### config.mk
export PLATFORM = sky130hd
export DESIGN_NAME = rtn_front
export DESIGN_NICKNAME = d
export VERILOG_FILES = /design/src/design/rtn_pkg.sv /design/src/design/rtn_front.sv
export SDC_FILE = /design/constraint.sdc
export NUM_CORES = 1
export LEC_CHECK = 0
export BUFFER_PORTS_ARGS = -buffer_cell sky130_fd_sc_hd__buf_2
export CAP_MARGIN = 20
export CORE_AREA = 2 2 269 271
export DETAILED_ROUTE_END_ITERATION = 10
export DIE_AREA = 0 0 271 273
export PLACE_DENSITY = 0.46
export SYNTH_ARGS = -nofsm -noshare
export SYNTH_HDL_FRONTEND = slang
export SYNTH_SLANG_ARGS = --single-unit
### constraint.sdc
create_clock -name vclk -period 4.6
set_clock_uncertainty 0.05 [all_clocks]
set_input_delay 0.69 -clock vclk [all_inputs]
set_output_delay 0.69 -clock vclk [all_outputs]
set_load 0.005 [all_outputs]
### src/design/rtn_pkg.sv
// ----------------------------------------------------------------------------
// rtn_pkg
// Shared constants for the ray/triangle nearest-hit core.
// ----------------------------------------------------------------------------
package rtn_pkg;

   localparam int COORD_WIDTH_DEF    = 32;
   localparam int FRACTION_BITS_DEF  = 16;
   localparam int ITEM_QUEUE_DEPTH   = 2;
   localparam int RESULT_QUEUE_DEPTH = 2;

   localparam int CSR_INDEX_WIDTH = 3;

   // configuration register indexes
   localparam logic [CSR_INDEX_WIDTH-1:0] CSR_ORIGIN_X    = 3'd0;
   localparam logic [CSR_INDEX_WIDTH-1:0] CSR_ORIGIN_Y    = 3'd1;
   localparam logic [CSR_INDEX_WIDTH-1:0] CSR_ORIGIN_Z    = 3'd2;
   localparam logic [CSR_INDEX_WIDTH-1:0] CSR_DIRECTION_X = 3'd3;
   localparam logic [CSR_INDEX_WIDTH-1:0] CSR_DIRECTION_Y = 3'd4;
   localparam logic [CSR_INDEX_WIDTH-1:0] CSR_DIRECTION_Z = 3'd5;

endpackage

### src/design/rtn_front.sv
// ----------------------------------------------------------------------------
// rtn_front
// Takes a triangle and forms the edge vectors and the origin offset.
// ----------------------------------------------------------------------------
module rtn_front
   import rtn_pkg::*;
#(
   parameter int COORD_WIDTH = COORD_WIDTH_DEF
) (
   input  logic                               req_push,
   output logic                               req_full,
   input  logic signed [COORD_WIDTH-1:0]      req_tri_a_x,
   input  logic signed [COORD_WIDTH-1:0]      req_tri_a_y,
   input  logic signed [COORD_WIDTH-1:0]      req_tri_a_z,
   input  logic signed [COORD_WIDTH-1:0]      req_tri_b_x,
   input  logic signed [COORD_WIDTH-1:0]      req_tri_b_y,
   input  logic signed [COORD_WIDTH-1:0]      req_tri_b_z,
   input  logic signed [COORD_WIDTH-1:0]      req_tri_c_x,
   input  logic signed [COORD_WIDTH-1:0]      req_tri_c_y,
   input  logic signed [COORD_WIDTH-1:0]      req_tri_c_z,
   input  logic                               req_last_triangle,
   input  logic [2:0][COORD_WIDTH-1:0]        origin,
   output logic                               item_push,
   input  logic                               item_full,
   output logic [9*(COORD_WIDTH+1):0]         item_data
);

   localparam int EW = COORD_WIDTH + 1;

   logic signed [EW-1:0] e1 [3];
   logic signed [EW-1:0] e2 [3];
   logic signed [EW-1:0] ao [3];
   logic signed [COORD_WIDTH-1:0] va [3];
   logic signed [COORD_WIDTH-1:0] vb [3];
   logic signed [COORD_WIDTH-1:0] vc [3];

   assign va[0] = req_tri_a_x;
   assign va[1] = req_tri_a_y;
   assign va[2] = req_tri_a_z;
   assign vb[0] = req_tri_b_x;
   assign vb[1] = req_tri_b_y;
   assign vb[2] = req_tri_b_z;
   assign vc[0] = req_tri_c_x;
   assign vc[1] = req_tri_c_y;
   assign vc[2] = req_tri_c_z;

   always_comb begin
      for (int k = 0; k < 3; k++) begin
         e1[k] = EW'(vb[k]) - EW'(va[k]);
         e2[k] = EW'(vc[k]) - EW'(va[k]);
         ao[k] = EW'($signed(origin[k])) - EW'(va[k]);
      end
   end

   assign item_push = req_push;
   assign req_full  = item_full;
   assign item_data = {req_last_triangle,
                       ao[2], ao[1], ao[0],
                       e2[2], e2[1], e2[0],
                       e1[2], e1[1], e1[0]};

endmodule

==> flow_summary.toml <==
[status]
outcome = "finished clean"

[power_and_ir_drop]
clock_power_share_pct = 0
seqPwrFrac_pct = 0
power_mw = 3.31
p_sw_share_pct = 55.2
combPwrFrac_pct = 100.0
peakVddDrop_v = 0.0000630
p_sw_mw = 1.83
p_leak_nw = 10.5
power.density_mw_per_mm2 = 169
intPower_mw = 1.48

[clock_network]
cts_hold_buffers = 0
post_cts_buffers = 0

[grt]
first_global_vias = 17200
overflow = 0
grtUsageMet2_pct = 30.2
grt_first_pass_wirelength_um = 97300
use_met1_pct = 20.1
use_met3_pct = 3.08
grt.total_usage_pct = 16.4
busiest_layer = "met2"
antenna_found_initial = 24
grt_max_degree = 11

[worst_setup_path]
crit_slowest_cell = "a2111oi_1"
worstPathArrival_ps = 3740
crit_buf_inv = 4
crit_path_cell_trace = "buf_2 > inv_1 > ha_1 > nor2b_1 > o21ai_0 > a21oi_1 > o211a_1 > a41o_1 > a2111oi_1 > buf_4 > nor3_1 > o21ai_0 > xnor2_1 > buf_2"
cp_max_fo = 4
cp_top_family = "compound AO/OA/AOI/OAI gates"
critical_path_class = "input pin to primary output"
cp-start-kind = "input pin"
end_kind = "primary output"
critPathRequiredTime_ps = 3860
max_stage_delay_ps = 460

[cells_and_area]
final_net_count = 3519
nClkBuffers = 0
seq_cells = 0
fillers = 8062
fin_util_pct = 27.5
seq_area_um2 = 0
drive_gt1_share_pct = 26.9
area_growth_pct = 32.9
layoutNonFillerInstCount = 3792

[drt]
first_pass_iters = 5
ant_nets = 0
vias_per_cell = 4.75
via_count = 18000
wire_per_inst_um = 17.5
routed_wl_um = 66400
drc = 0
initialDrtViolationCount = 916

[die]
core_mm2 = 0.0710
start_util_pct = 20.7
io_pins = 687
rows = 98
die-height_um = 273
die-area_mm2 = 0.0740
die_w_um = 271

[placement]
place.gp.congestion = 0.929
hpwl_um = 60200
place_inst = 3783
port_buffers = 681

[logic_synthesis]
yosys-top-cells-area = "ha_1 24%, xnor2_1 9.7%, a21oi_1 8.1%"
synth_area_leader_cell = "ha_1"
seq_area_frac_synth_pct = 0
yosys.area.top_type_share_pct = 24.5
netlist-cell-type-count = 71
syn_area_per_cell_um2 = 6.86
ys_warn_count = 0
synth_area_mm2 = 0.0147
synthCells = 2145
syn_nets = 2829

[sta]
clock.fmax_mhz = 223
relSlewSlack_pct = 58.6
rsz0062_at_grt = "true"
finalSetupViolCount = 0
finalMaxSlewViolations = 0
tightestPinTransition_ps = 617
finalCriticalPeriod_ps = 4480
finalHoldViolCount = 0
fin_crit_sh_pct = 97.3

[flow_run]
drv_cap = 0

[min_path]
hp-class = "input pin to primary output"
## cell usage in the layout (no fill, tap or decap), types with 5 or more instances in the layout
cell type,netlist,routed
buf_2,0,681
ha_1,288,288
a21oi_1,237,236
inv_1,204,204
nor2_1,168,168
xnor2_1,163,163
a21o_1,152,152
nand2_1,142,142
o21ai_0,130,127
xor2_1,60,60
o21a_1,51,51
nand3_1,51,51
buf_4,3,41
nor3_1,36,36
nand2b_1,35,35
nor2b_1,34,34
o21bai_1,31,31
and3_1,26,26
a31oi_1,27,26
a211oi_1,24,24
nand4_1,22,22
a21boi_0,18,16
and2_1,13,13
a211o_1,12,12
or3_1,12,12
or2_2,12,12
o211ai_1,12,12
o31ai_1,11,10
nor4_1,10,10
diode_2,0,9
o2111ai_1,9,9
fa_1,9,9
a221o_1,8,8
a31o_2,8,8
a2111oi_0,8,7
a311oi_1,7,7
o31a_1,6,6
o311ai_0,6,6
a221oi_1,6,6
a41oi_1,5,5
## path summary, 6_finish.rpt
kind	cells after the start	slack, ps	start	to
worst min-delay path	0	1330	item_full	req_full
worst max-delay path	14	120	req_tri_a_x[1]	item_data[31]
## logic make-up (layout without fill, tap and decap cells)
group                      count (synthesis)  count (layout)  share of synthesized area (%)
other                                      0               9                              0
adders and majority gates                297             297                           25.7
muxes                                      2               2                          0.153
and+or+nand+nor                          580             580                           18.9
buffers and inverters                    238             926                           6.15
AOI/OAI and AO/OA                        805             805                           35.8
xor gates and xnor gates                 223             223                           13.3
## layout make-up
type                            instances  area (um^2)  share of cell area (%)
Inverter                              204          766                    3.92
Timing Repair Buffer                  722         3720                    19.0
Multi-Input combinational cell       1907        13900                    70.9
Tap cell                              950         1190                    6.08
Antenna cell                            9         22.5                   0.115
## what timing repair did
item,CTS,global route
gates resized for setup,0,14
hold endpoints to repair,0,0
setup endpoints to repair,0,25
## metrics by stage
step	setup WS (ps)	setup TNS, ps	instance area, um^2	hold WS [ps]
after floorplan	638	0	14700	1410
after global placement	64.0	0	19500	1330
after detailed placement	38.3	0	19500	1330
after CTS	6.60	0	19500	1330
after global routing	-107	-129	19600	1330
final	123	0	19600	1330
## routing by layer
metal / share of wire [%] / routed length, um / vias to the layer above
met5: 0.24 / 162 / -
met4: 1.4 / 960 / 28
met3: 6.2 / 4140 / 74
met2: 50 / 33000 / 531
met1: 42 / 28100 / 8135
li1: - / - / 9262
## synthesized netlist by cell type, types with 4 or more instances
library cell and n:
a211o_1 12, ha_1 288, nand2b_1 35, o31ai_1 11, and2_1 13, a311oi_1 7, xor2_1 60, o31a_1 6
nand3_1 51, o21bai_1 31, and4_1 4, inv_1 204, nor2b_1 34, nor4_1 10, a2111oi_0 8, a31o_2 8
o2111ai_1 9, nor2_1 168, a31oi_1 27, a21o_1 152, or2_2 12, a21boi_0 18, fa_1 9, o22ai_1 4
a41oi_1 5, a221o_1 8, nand2_1 142, or4_1 4, clkbuf_1 29, o211ai_1 12, nor3_1 36, nand4_1 22
xnor2_1 163, a211oi_1 24, o21ai_0 130, and3_1 26, o21a_1 51, o311ai_0 6, a21oi_1 237, or3_1 12
a221oi_1 6, nor3b_1 4
## power by group through the flow
stage	logic [mW]	clock network (mW)	registers [mW]
floorplan	1.91	0	0
global placement	3.33	0	0
detailed placement	3.30	0	0
CTS	3.32	0	0
global route	3.65	0.000000233	0
finish	3.31	0.000000262	0
Note: power is estimated with default switching activity, not from simulation.
