**src/design/rtn_pkg.sv**
```systemverilog
// ----------------------------------------------------------------------------
// rtn_pkg
// Shared constants for the ray/triangle nearest-hit core.
// ----------------------------------------------------------------------------
package rtn_pkg;

   localparam int COORD_WIDTH_DEF    = 32;
   localparam int FRACTION_BITS_DEF  = 16;
   localparam int ITEM_QUEUE_DEPTH   = 2;
   localparam int RESULT_QUEUE_DEPTH = 2;

   localparam int CSR_INDEX_WIDTH = 3;

   // configuration register indexes
   localparam logic [CSR_INDEX_WIDTH-1:0] CSR_ORIGIN_X    = 3'd0;
   localparam logic [CSR_INDEX_WIDTH-1:0] CSR_ORIGIN_Y    = 3'd1;
   localparam logic [CSR_INDEX_WIDTH-1:0] CSR_ORIGIN_Z    = 3'd2;
   localparam logic [CSR_INDEX_WIDTH-1:0] CSR_DIRECTION_X = 3'd3;
   localparam logic [CSR_INDEX_WIDTH-1:0] CSR_DIRECTION_Y = 3'd4;
   localparam logic [CSR_INDEX_WIDTH-1:0] CSR_DIRECTION_Z = 3'd5;

endpackage

```
**src/design/rtn_fifo.sv**
```systemverilog
// ----------------------------------------------------------------------------
// rtn_fifo
// Small register queue with push/full and pop/empty handshakes.
// ----------------------------------------------------------------------------
module rtn_fifo
   import rtn_pkg::*;
#(
   parameter int WIDTH = 8,
   parameter int DEPTH = 2
) (
   input  logic             clock,
   input  logic             reset,
   input  logic             push,
   output logic             full,
   input  logic [WIDTH-1:0] wr_data,
   input  logic             pop,
   output logic             empty,
   output logic [WIDTH-1:0] rd_data
);

   localparam int PW = (DEPTH > 2) ? $clog2(DEPTH) : 1;
   localparam int CW = $clog2(DEPTH + 1);

   logic [WIDTH-1:0] mem_ff [DEPTH];
   logic [PW-1:0]    wr_ptr_ff, rd_ptr_ff;
   logic [CW-1:0]    count_ff;
   logic             do_push, do_pop;

   assign full    = (count_ff == CW'(DEPTH));
   assign empty   = (count_ff == '0);
   assign do_push = push && !full;
   assign do_pop  = pop && !empty;
   assign rd_data = mem_ff[rd_ptr_ff];

   always_ff @(posedge clock) begin
      if (reset) begin
         wr_ptr_ff <= '0;
         rd_ptr_ff <= '0;
         count_ff  <= '0;
      end else begin
         if (do_push) begin
            wr_ptr_ff <= (wr_ptr_ff == PW'(DEPTH - 1)) ? '0 : wr_ptr_ff + 1'b1;
         end
         if (do_pop) begin
            rd_ptr_ff <= (rd_ptr_ff == PW'(DEPTH - 1)) ? '0 : rd_ptr_ff + 1'b1;
         end
         if (do_push && !do_pop) begin
            count_ff <= count_ff + 1'b1;
         end else if (do_pop && !do_push) begin
            count_ff <= count_ff - 1'b1;
         end
      end
   end

   always_ff @(posedge clock) begin
      if (do_push) begin
         mem_ff[wr_ptr_ff] <= wr_data;
      end
   end

endmodule

```
**config.mk**
```make
export PLATFORM = sky130hd
export DESIGN_NAME = rtn_fifo
export DESIGN_NICKNAME = d
export VERILOG_FILES = /design/src/design/rtn_pkg.sv /design/src/design/rtn_fifo.sv
export SDC_FILE = /design/constraint.sdc
export NUM_CORES = 1
export LEC_CHECK = 0
export ABC_AREA = 1
export BUFFER_PORTS_ARGS = -buffer_cell sky130_fd_sc_hd__buf_2
export CAP_MARGIN = 20
export CELL_PAD_IN_SITES_DETAIL_PLACEMENT = 1
export CELL_PAD_IN_SITES_GLOBAL_PLACEMENT = 2
export CORE_ASPECT_RATIO = 1.2
export CORE_MARGIN = 5
export CORE_UTILIZATION = 32
export CTS_CLUSTER_DIAMETER = 200
export DETAILED_ROUTE_END_ITERATION = 16
export PLACE_DENSITY_LB_ADDON = 0.2
export SYNTH_ARGS = -nofsm -noshare
export SYNTH_HDL_FRONTEND = slang
export SYNTH_SLANG_ARGS = --single-unit
```
**constraint.sdc**
```tcl
create_clock -name clock -period 1.9 [get_ports clock]
set_input_delay 0.38 -clock clock [delete_from_list [all_inputs] [get_ports clock]]
set_output_delay 0.38 -clock clock [all_outputs]
set_load 0.02 [all_outputs]
```
==> results.sh, run 1 <==
export IMPL_outcome="complete, no violations"
export IMPL_floorplan_die_area_mm2=0.00371
export IMPL_first_global_vias=604
export IMPL_netlist_area_pre_place_um2=828
export IMPL_synthesis_nets=75
export IMPL_postRouteWirelength_um=1370
export IMPL_design_portCount=22
export IMPL_avgSynthCellArea_um2=13.4
export IMPL_netlist_instances=62
export IMPL_cp_required_ns=1.52
export IMPL_max_slew_worst_pin_slew_ns=0.333
export IMPL_syn_to_final_growth_pct=22.1
export IMPL_maximum_clock_path_buffer_count=2
export IMPL_detail_route_first_pass_iterations=4
export IMPL_diodes=0
export IMPL_cpMaxStageDelayCell="dfxtp_1"
export IMPL_post_cts_setup_buffer_count=0
export IMPL_timing_slew_headroom=0.777
export IMPL_timing_hold_violations_final=0
export IMPL_cts_tree="built"
export IMPL_finalSetupViolCount=0
export IMPL_gr_util_all_layers=0.0866
export IMPL_cts_buffers=3
export IMPL_synth_seq_area_share=0.701
export IMPL_cts_hold_repair_buffers=0
export IMPL_cp_num_buf_inv=1
export IMPL_synth_mux_area_fraction=0.109
export IMPL_drt_wirelength_per_cell_um=11.4
export IMPL_timing_setup_tns_ns=0
export IMPL_p_per_area_mw_per_mm2=1280
export IMPL_worst_hold_path_type="in -> reg"
export IMPL_min_period_ns=1.74
export IMPL_vias_per_cell=4.32
export IMPL_fin_worst_skew_ns=0.00575
export IMPL_clkTransAtPathRegs_ns=0.11
export IMPL_path_cells="mux2_2, buf_2"
export IMPL_critical_path_top_delay_family="flip-flops"
export IMPL_core_area_mm2=0.00250
export IMPL_htree_num_levels=1
export IMPL_synth_fa_ha_area_frac=0.0151
export IMPL_post_synth_and_or_nand_nor_area_fraction=0.0831
export IMPL_post_route_worst_setup_slack_ns=0.159
export IMPL_grt_max_degree=12
export IMPL_arrival_worst_endpoint_ns=1.36
export IMPL_antenna_violations_before_repair=0
export IMPL_grt_setup_unrepaired="false"
export IMPL_cpPeakStageDelay_ns=0.53
export IMPL_worst_skew_pair_later_pin_latency_ns=0.29
export IMPL_post_synthesis_register_bit_count=21
export IMPL_post_cts_resized_instances=0
export IMPL_report_final_slew_viol_count=0
export IMPL_die_width_um=56.4
export IMPL_drt_iter0_markers=3
export IMPL_crit_path_end_kind="output pin"
export IMPL_ys_types=16
export IMPL_critical_path_startpoint_type="flip-flop"
export IMPL_period_share=0.917
export IMPL_timing_setup_critical_path_class="reg -> out"
export IMPL_postRouteAntennaNets=0
export IMPL_grt_first_pass_wirelength_um=2420
export IMPL_ys_warnings_count=0
export IMPL_synth_compound_area_share=0.0453
export IMPL_clock_root_buffer="clkbuf_4"
export IMPL_crit_fanout=8
export IMPL_final_nets=102
export IMPL_initial_core_util=0.331
export IMPL_gp_routability_congestion=0.651
export IMPL_synth_top_family_by_area="multiplexers"
export IMPL_globalRouteOverflowTotal=0
export IMPL_pre_cts_ws_ns=0.437
export IMPL_dr_total_vias=523
export IMPL_cap_violations=0
export IMPL_synth_xor_area_frac=0
export IMPL_placement_io_buffers=21
export IMPL_rows=20
export IMPL_place_hpwl_um=1100
export IMPL_final_layout_size_suffix_gt1_frac=0.443
export IMPL_power_leakage_nw=0.416
export IMPL_vdd_ir_drop_max_v=0.000614
export IMPL_max_clock_freq_mhz=574
export IMPL_tritoncts_num_sinks=21
export IMPL_die_h_um=65.7
export IMPL_post_route_drc_count=0
-- synth_stat cells --
cell type | count | share of area
a21oi_1 | 1 | 0.0060
and2_4 | 1 | 0.011
buf_2 | 1 | 0.0060
dfxtp_1 | 5 | 0.12
edfxtp_1 | 16 | 0.58
ha_1 | 1 | 0.015
inv_1 | 7 | 0.032
inv_2 | 2 | 0.0091
mux2_2 | 8 | 0.11
nand2_1 | 4 | 0.018
nand3_1 | 1 | 0.0060
nand4_1 | 1 | 0.0076
nor2_1 | 9 | 0.041
o21ai_0 | 2 | 0.012
o21ai_1 | 1 | 0.0060
o21ai_2 | 2 | 0.021
-- state kept, by name, summed over array words and instances (netlist names), named ones only --
signal	cells
mem_ff	16
count_ff	2
rd_ptr_ff	1
wr_ptr_ff	1
-- final cells by class --
type,instances,area (µm²)
clock buffers,4,26.3
flip-flops and latches,21,581
fillers,298,1490
multi-input cells,31,209
inverters,9,33.8
repair buffers,23,120
well taps,33,41.3
-- report_power, final --
part	leakage [nW]	switching, W	internal [W]
Sequential	0.191	0.0000636	0.000586
Combinational	0.210	0.000256	0.000185
Clock	0.0150	0.000117	0.0000816
Total	0.416	0.000437	0.000852
-- metrics by stage --
step,power [W],utilization,hold WS [ns],instances,cell area (µm²)
2_1_floorplan,0.000972,-,0.474,62,828
3_3_place_gp,0.00110,0.394,0.484,117,985
3_5_place_dp,0.00112,0.394,0.507,117,985
4_1_cts,0.00132,0.404,0.260,121,1010
5_1_grt,0.00139,0.404,0.251,121,1010
6_report,0.00129,0.404,0.271,121,1010
-- layout by cell type (no fill, tap or decap), drive strengths merged --
master	n
and2	1
o21ai	5
inv	9
clkbuf	4
nand4	1
edfxtp	16
nand2	4
nor2	9
mux2	8
a21oi	1
dfxtp	5
nand3	1
buf	23
ha	1
-- routing by layer --
metal  vias to the layer above  track usage  share of wire
met5                         -            0              0
met4                         0       0.0534          0.013
met3                         2       0.0216          0.054
met2                        12        0.168           0.52
met1                       246       0.0788           0.41
li1                        263            -              -
-- final timing paths --
check | slack [ns] | cells after the start | to | start
worst max-delay path | 0.16 | 2 | rd_data[6] | flip-flop
worst min-delay path | 0.27 | 1 | mem_ff[1][0] | wr_data[0]
worst max register to register | 0.44 | 9 | count_ff[1] | count_ff[1]
worst min register to register | 0.52 | 2 | wr_ptr_ff | wr_ptr_ff
-- cell families after synthesis --
logic type,after synthesis
buffers and inverters,10
multiplexers,8
flip-flops,21
AND/OR/NAND/NOR,16
AO/OA/AOI/OAI,6
adder cells (fa/ha/maj),1
-- worst reg2reg max path, stage by stage, from the launching register on --
cell and delay, ns:
dfxtp_1 0.40, inv_1 0.10, o21ai_2 0.22, inv_2 0.06
ha_1 0.26, inv_1 0.10, nand3_1 0.08, nand2_1 0.06
inv_1 0.03, nor2_1 0.08
No activity file was read; power rests on OpenSTA's default activity.
==> run 2, diff against run 1 <==
--- a/config.mk
+++ b/config.mk
@@ -5,14 +5,13 @@
 export SDC_FILE = /design/constraint.sdc
 export NUM_CORES = 1
 export LEC_CHECK = 0
-export ABC_AREA = 1
 export BUFFER_PORTS_ARGS = -buffer_cell sky130_fd_sc_hd__buf_2
 export CAP_MARGIN = 20
 export CELL_PAD_IN_SITES_DETAIL_PLACEMENT = 1
 export CELL_PAD_IN_SITES_GLOBAL_PLACEMENT = 2
 export CORE_ASPECT_RATIO = 1.2
 export CORE_MARGIN = 5
-export CORE_UTILIZATION = 32
+export CORE_UTILIZATION = 33
 export CTS_CLUSTER_DIAMETER = 200
 export DETAILED_ROUTE_END_ITERATION = 16
 export PLACE_DENSITY_LB_ADDON = 0.2
==> run 2 against run 1 <==
Against the previous run: via count fell by 11%; synthesized area is 4.2% lower; critical path depth unchanged; worst setup slack got worse by 0.027 ns; cell area down 5.2%; flip-flop and latch count is the same; routed wire length is 3.0% lower; largest cell class unchanged; non-clock buffer count decreased by 2; clock power barely moved; sequential power is 0.6% lower; worst hold slack got worse by 0.00086 ns; first-iteration DRC count grew 33%.
==> results.sh, run 2 <==
export IMPL_outcome="complete, no violations"
export IMPL_synthFlopType="edfxtp_1"
export IMPL_timing_slew_headroom=0.726
export IMPL_dr_total_vias=465
export IMPL_min_period_ns=1.77
export IMPL_htree_num_levels=1
export IMPL_arrival_worst_endpoint_ns=1.39
export IMPL_antenna_violations_before_repair=0
export IMPL_largest_register_ffs=16
export IMPL_diodes=0
export IMPL_timing_hold_violations_final=0
export IMPL_tritoncts_num_sinks=21
export IMPL_netlist_instances=50
export IMPL_yosysMostFrequentCell="edfxtp_1"
export IMPL_largest_area_contributor_in_the_netlist="edfxtp_1"
export IMPL_reg_largest_list="mem_ff x16, count_ff x2"
export IMPL_die_h_um=63.7
export IMPL_critical_path_startpoint_type="flip-flop"
export IMPL_crit_fanout=8
export IMPL_finalSetupViolCount=0
export IMPL_synth_async_sr_flop_share=0
export IMPL_cap_violations=0
export IMPL_clkTransAtPathRegs_ns=0.11
export IMPL_fin_worst_skew_ns=0.00223
export IMPL_cts_tree="built"
export IMPL_mostFrequentLayoutCell="buf_2"
export IMPL_final_nets=88
export IMPL_gr_util_all_layers=0.0883
export IMPL_worstReg2RegEnd="count_ff[1]"
export IMPL_placement_io_buffers=21
export IMPL_synth_top_cells_by_count="16 x edfxtp_1, 8 x mux2_2, 5 x dfxtp_1, 5 x nor2_1"
export IMPL_rows=19
export IMPL_clock_root_buffer="clkbuf_4"
export IMPL_worst_hold_path_type="in -> reg"
export IMPL_fin_util=0.416
export IMPL_ys_types=13
export IMPL_synthesis_nets=63
export IMPL_timing_setup_tns_ns=0
export IMPL_max_slew_worst_pin_slew_ns=0.412
export IMPL_vdd_ir_drop_max_v=0.000594
export IMPL_gp_routability_congestion=0.737
export IMPL_timing_critical_path_to="rd_data[3]"
export IMPL_fin_worst_hold_slack_ns=0.270
export IMPL_period_share=0.931
export IMPL_netlist_area_pre_place_um2=793
export IMPL_die_width_um=54.8
export IMPL_first_global_vias=528
export IMPL_cts_hold_repair_buffers=0
export IMPL_postRouteAntennaNets=0
export IMPL_crit_path_end_kind="output pin"
export IMPL_p_per_area_mw_per_mm2=1330
export IMPL_critical_r2r_launch="count_ff[0]"
export IMPL_area_share_of_the_leading_cell_type_in_the_synthesized_netlist=0.606
export IMPL_avgSynthCellArea_um2=15.9
export IMPL_num_fill_cells=257
export IMPL_detail_route_first_pass_iterations=2
export IMPL_power_leakage_nw=0.378
export IMPL_post_route_worst_setup_slack_ns=0.131
export IMPL_worst_skew_pair_later_pin_latency_ns=0.29
export IMPL_drt_wirelength_per_cell_um=12.7
export IMPL_cp_required_ns=1.52
export IMPL_syn_to_final_growth_pct=20.8
export IMPL_post_cts_setup_buffer_count=0
export IMPL_p_total_w=0.00127
export IMPL_grt_first_pass_wirelength_um=2220
export IMPL_ys_warnings_count=0
export IMPL_final_layout_size_suffix_gt1_frac=0.446
export IMPL_initial_core_util=0.344
export IMPL_max_clock_freq_mhz=565
export IMPL_pre_cts_ws_ns=0.347
export IMPL_r2r_setup_slack_ns=0.34
export IMPL_grt_setup_unrepaired="false"
export IMPL_post_synthesis_register_bit_count=21
export IMPL_report_final_slew_viol_count=0
export IMPL_cts_buffers=3
export IMPL_vias_per_cell=4.43
export IMPL_maximum_clock_path_buffer_count=2
export IMPL_floorplan_die_area_mm2=0.00349
export IMPL_ff2ff_path_depth=4
export IMPL_largest_register="mem_ff"
export IMPL_core_area_mm2=0.00231
export IMPL_post_route_drc_count=0
export IMPL_grt_max_degree=12
export IMPL_timing_setup_critical_path_class="reg -> out"
export IMPL_post_cts_resized_instances=0
export IMPL_globalRouteOverflowTotal=0
export IMPL_place_hpwl_um=1050
export IMPL_post_synth_main_area_contributors="edfxtp_1 61%, dfxtp_1 13%, mux2_2 11%"
export IMPL_final_cell_mix="21 x buf_2, 16 x edfxtp_1, 8 x mux2_2"
export IMPL_postRouteWirelength_um=1330
export IMPL_synth_seq_area_share=0.732
export IMPL_drt_iter0_markers=4
export IMPL_synth_edf_count=16
export IMPL_design_portCount=22
-- run 2: cell count changes in the layout (fill, tap and decap cells not counted), moves of 2 or more --
| cell | change |
|---|---|
| inv_1 | -5 |
| nand2_1 | -4 |
| nor2_1 | -4 |
| xor2_1 | +3 |
| buf_4 | -2 |
| inv_2 | -2 |
| o21ai_2 | -2 |
| or3_1 | +2 |
-- run 2: area by class of cell --
class,count,area [µm²],share of cell area
timing repair buffer,21,105,0.110
tap,31,38.8,0.0405
multi-input combinational,26,200,0.209
inverter,2,7.51,0.00783
clock buffer,4,26.3,0.0274
sequential,21,581,0.606
-- run 2: metal layers --
metal	up-vias	share of wire	routed length, µm	track usage
li1	227	-	-	-
met1	223	0.41	552	0.100
met2	13	0.53	709	0.141
met3	2	0.047	62	0.0307
met4	0	0.0060	8	0.0467
met5	-	0	0	0
-- run 2: kinds of logic (layout without fill, tap and decap cells) --
logic type / after synthesis / count (layout) / synth area share
flip-flops: 21 / 21 / 0.732
AND/OR/NAND/NOR: 9 / 9 / 0.0584
AO/OA/AOI/OAI: 5 / 5 / 0.0315
multiplexers: 8 / 8 / 0.114
adder cells (fa/ha/maj): 1 / 1 / 0.0158
XOR/XNOR: 3 / 3 / 0.0331
buffers and inverters: 3 / 27 / 0.0158
-- run 2: how the worst min path moves through the flow --
stage | startpoint | to | slack (ns) | cells after the start
detailed placement | wr_ptr_ff | wr_ptr_ff | 0.48 | 2
finish | wr_data[4] | mem_ff[1][4] | 0.27 | 1
CTS | wr_data[4] | mem_ff[0][4] | 0.26 | 1
floorplan | reset | count_ff[1] | 0.45 | 1
global placement | wr_ptr_ff | wr_ptr_ff | 0.49 | 2
global route | wr_data[7] | mem_ff[0][7] | 0.24 | 1
-- run 2: through the flow --
step	cell area, µm²	instances
2_1_floorplan	793	50
3_3_place_gp	932	101
3_5_place_dp	932	101
4_1_cts	958	105
5_1_grt	958	105
6_report	958	105
-- run 2: worst max-delay path, stage by stage, from the launching register on --
cell and delay [ns]:
dfxtp_1 0.55, mux2_2 0.39, buf_2 0.16
-- run 2: power by group --
part | switching, W | internal (W)
logic | 0.000243 | 0.000181
clock network | 0.000120 | 0.0000816
registers | 0.0000590 | 0.000586
total | 0.000422 | 0.000848
==> run 3, diff against run 2 <==
--- a/config.mk
+++ b/config.mk
@@ -15,6 +15,8 @@
 export CTS_CLUSTER_DIAMETER = 200
 export DETAILED_ROUTE_END_ITERATION = 16
 export PLACE_DENSITY_LB_ADDON = 0.2
+export SETUP_SLACK_MARGIN = 0.5
 export SYNTH_ARGS = -nofsm -noshare
 export SYNTH_HDL_FRONTEND = slang
 export SYNTH_SLANG_ARGS = --single-unit
+export TNS_END_PERCENT = 5
==> run 3 against run 2 <==
Against the previous run: cell area up 9.7%; flip-flop and latch count unchanged; critical path type unchanged; maximum frequency up 11%; critical endpoint is now rd_data[6].
==> results.sh, run 3 (synthesized netlist as in run 2, its figures left out) <==
export IMPL_outcome="complete, no violations"
export IMPL_largest_register="mem_ff"
export IMPL_globalRouteOverflowTotal=0
export IMPL_vias_per_cell=4.50
export IMPL_htree_num_levels=1
export IMPL_min_delay_worst_endpoint="mem_ff[0][0]"
export IMPL_crit_fanout=8
export IMPL_timing_setup_critical_path_class="reg -> out"
export IMPL_maximum_clock_path_buffer_count=2
export IMPL_diodes=0
export IMPL_report_final_slew_viol_count=0
export IMPL_cap_violations=0
export IMPL_gr_util_all_layers=0.0906
export IMPL_grt_met3_usage=0.0259
export IMPL_regArea_um2=587
export IMPL_critical_r2r_launch="count_ff[0]"
export IMPL_vdd_ir_drop_max_v=0.000697
export IMPL_ff2ff_path_depth=4
export IMPL_arrival_worst_endpoint_ns=1.22
export IMPL_dr_total_vias=472
export IMPL_postRouteAntennaNets=0
export IMPL_area_occupied_by_multi_input_gates_um2=235
export IMPL_initial_core_util=0.344
export IMPL_grt_max_degree=13
export IMPL_post_route_drc_count=0
export IMPL_grt_met2_usage=0.139
export IMPL_timing_slew_headroom=0.747
export IMPL_gp_routability_congestion=0.655
export IMPL_grt_first_pass_wirelength_um=2250
export IMPL_cts_buffers=3
export IMPL_clkTransAtPathRegs_ns=0.12
export IMPL_first_global_vias=533
export IMPL_reg_largest_list="mem_ff x16, count_ff x2"
export IMPL_final_cell_mix="16 x edfxtp_1, 13 x buf_2, 8 x mux2_4, 8 x buf_6, 5 x nor2_1"
export IMPL_r2r_setup_slack_ns=0.38
export IMPL_hold_path_depth=1
export IMPL_mostFrequentLayoutCell="edfxtp_1"
export IMPL_die_width_um=54.8
export IMPL_min_delay_start="wr_data[0]"
export IMPL_min_period_ns=1.60
export IMPL_final_nets=88
export IMPL_fin_worst_skew_ns=0.00796
export IMPL_drt_wirelength_per_cell_um=13.5
export IMPL_timing_hold_violations_final=0
export IMPL_max_clock_freq_mhz=625
export IMPL_largest_register_ffs=16
export IMPL_post_cts_setup_buffer_count=0
export IMPL_floorplan_die_area_mm2=0.00349
export IMPL_p_total_w=0.00142
export IMPL_max_slew_worst_pin_slew_ns=0.380
export IMPL_worst_skew_pair_later_pin_latency_ns=0.30
export IMPL_timing_setup_tns_ns=0
export IMPL_num_fill_cells=251
export IMPL_crit_path_end_kind="output pin"
export IMPL_design_portCount=22
export IMPL_power_leakage_nw=0.429
export IMPL_clock_root_buffer="clkbuf_4"
export IMPL_tritoncts_num_sinks=21
export IMPL_grt_busiest_layer="met2"
export IMPL_p_per_area_mw_per_mm2=1350
export IMPL_syn_to_final_growth_pct=32.5
export IMPL_critical_path_startpoint_type="flip-flop"
export IMPL_antenna_violations_before_repair=0
export IMPL_global_route_usage_met1=0.112
export IMPL_postRouteWirelength_um=1420
export IMPL_grt_setup_unrepaired="true"
export IMPL_worst_hold_path_type="in -> reg"
export IMPL_detail_route_first_pass_iterations=3
export IMPL_cts_tree="built"
export IMPL_worstReg2RegEnd="count_ff[1]"
export IMPL_die_h_um=63.7
export IMPL_period_share=0.841
export IMPL_core_area_mm2=0.00231
export IMPL_placement_io_buffers=21
export IMPL_final_layout_size_suffix_gt1_frac=0.500
export IMPL_rows=19
export IMPL_drt_iter0_markers=10
export IMPL_finalSetupViolCount=0
export IMPL_cp_required_ns=1.52
run 3: cell types whose count changed in the layout (fill, tap and decap cells not counted), moves of 2 or more:
| cell | previous run | this run |
|---|---|---|
| buf_6 | 0 | 8 |
| mux2_2 | 8 | 0 |
| dfxtp_2 | 0 | 2 |
| mux2_4 | 0 | 8 |
| dfxtp_1 | 5 | 2 |
| buf_2 | 21 | 13 |
run 3: per-stage QoR:
step	area [µm²]	setup WS [ns]	hold slack, ns	util	instances
5_1_grt	1050	0.249	0.242	0.456	105
3_5_place_dp	940	0.378	0.479	0.407	101
3_3_place_gp	940	0.402	0.477	0.407	101
6_report	1050	0.301	0.263	0.456	105
2_1_floorplan	801	0.436	0.442	-	50
4_1_cts	1050	0.280	0.256	0.456	105
run 3: timing repair:
| item | in CTS | in global routing |
|---|---|---|
| hold buffers | 0 | 0 |
| setup endpoints to repair | 18 | 26 |
| hold endpoints to repair | 0 | 0 |
| resized for setup | 26 | 0 |
run 3: layer usage:
layer,wire [µm],share of wire
met1,615,0.43
met2,722,0.51
met3,69,0.049
met4,8,0.0056
met5,0,0
run 3: where the power goes:
group | total, W | switching [W] | internal [W]
Sequential | 0.000673 | 0.0000769 | 0.000596
Combinational | 0.000538 | 0.000254 | 0.000284
Clock | 0.000207 | 0.000128 | 0.0000782
run 3: worst max-delay path by stage:
stage | start | to | cells after the start
floorplan | count_ff[1] | count_ff[1] | 5
global placement | push | mem_ff[0][5] | 4
detailed placement | count_ff[0] | count_ff[1] | 4
CTS | flip-flop | rd_data[1] | 2
global route | flip-flop | rd_data[1] | 2
finish | flip-flop | rd_data[6] | 2
run 3: area by class of cell:
class	count	share of cell area
flip-flops and latches	21	0.558
repair buffers	21	0.148
clock buffers	3	0.0214
multi-input cells	26	0.224
inverters	2	0.00714
clock inverters	1	0.00476
well taps	31	0.0369
run 3: worst max-delay path: stages, from the launching register on:
cell and delay [ns]:
dfxtp_4 0.46, mux2_4 0.32, buf_6 0.13
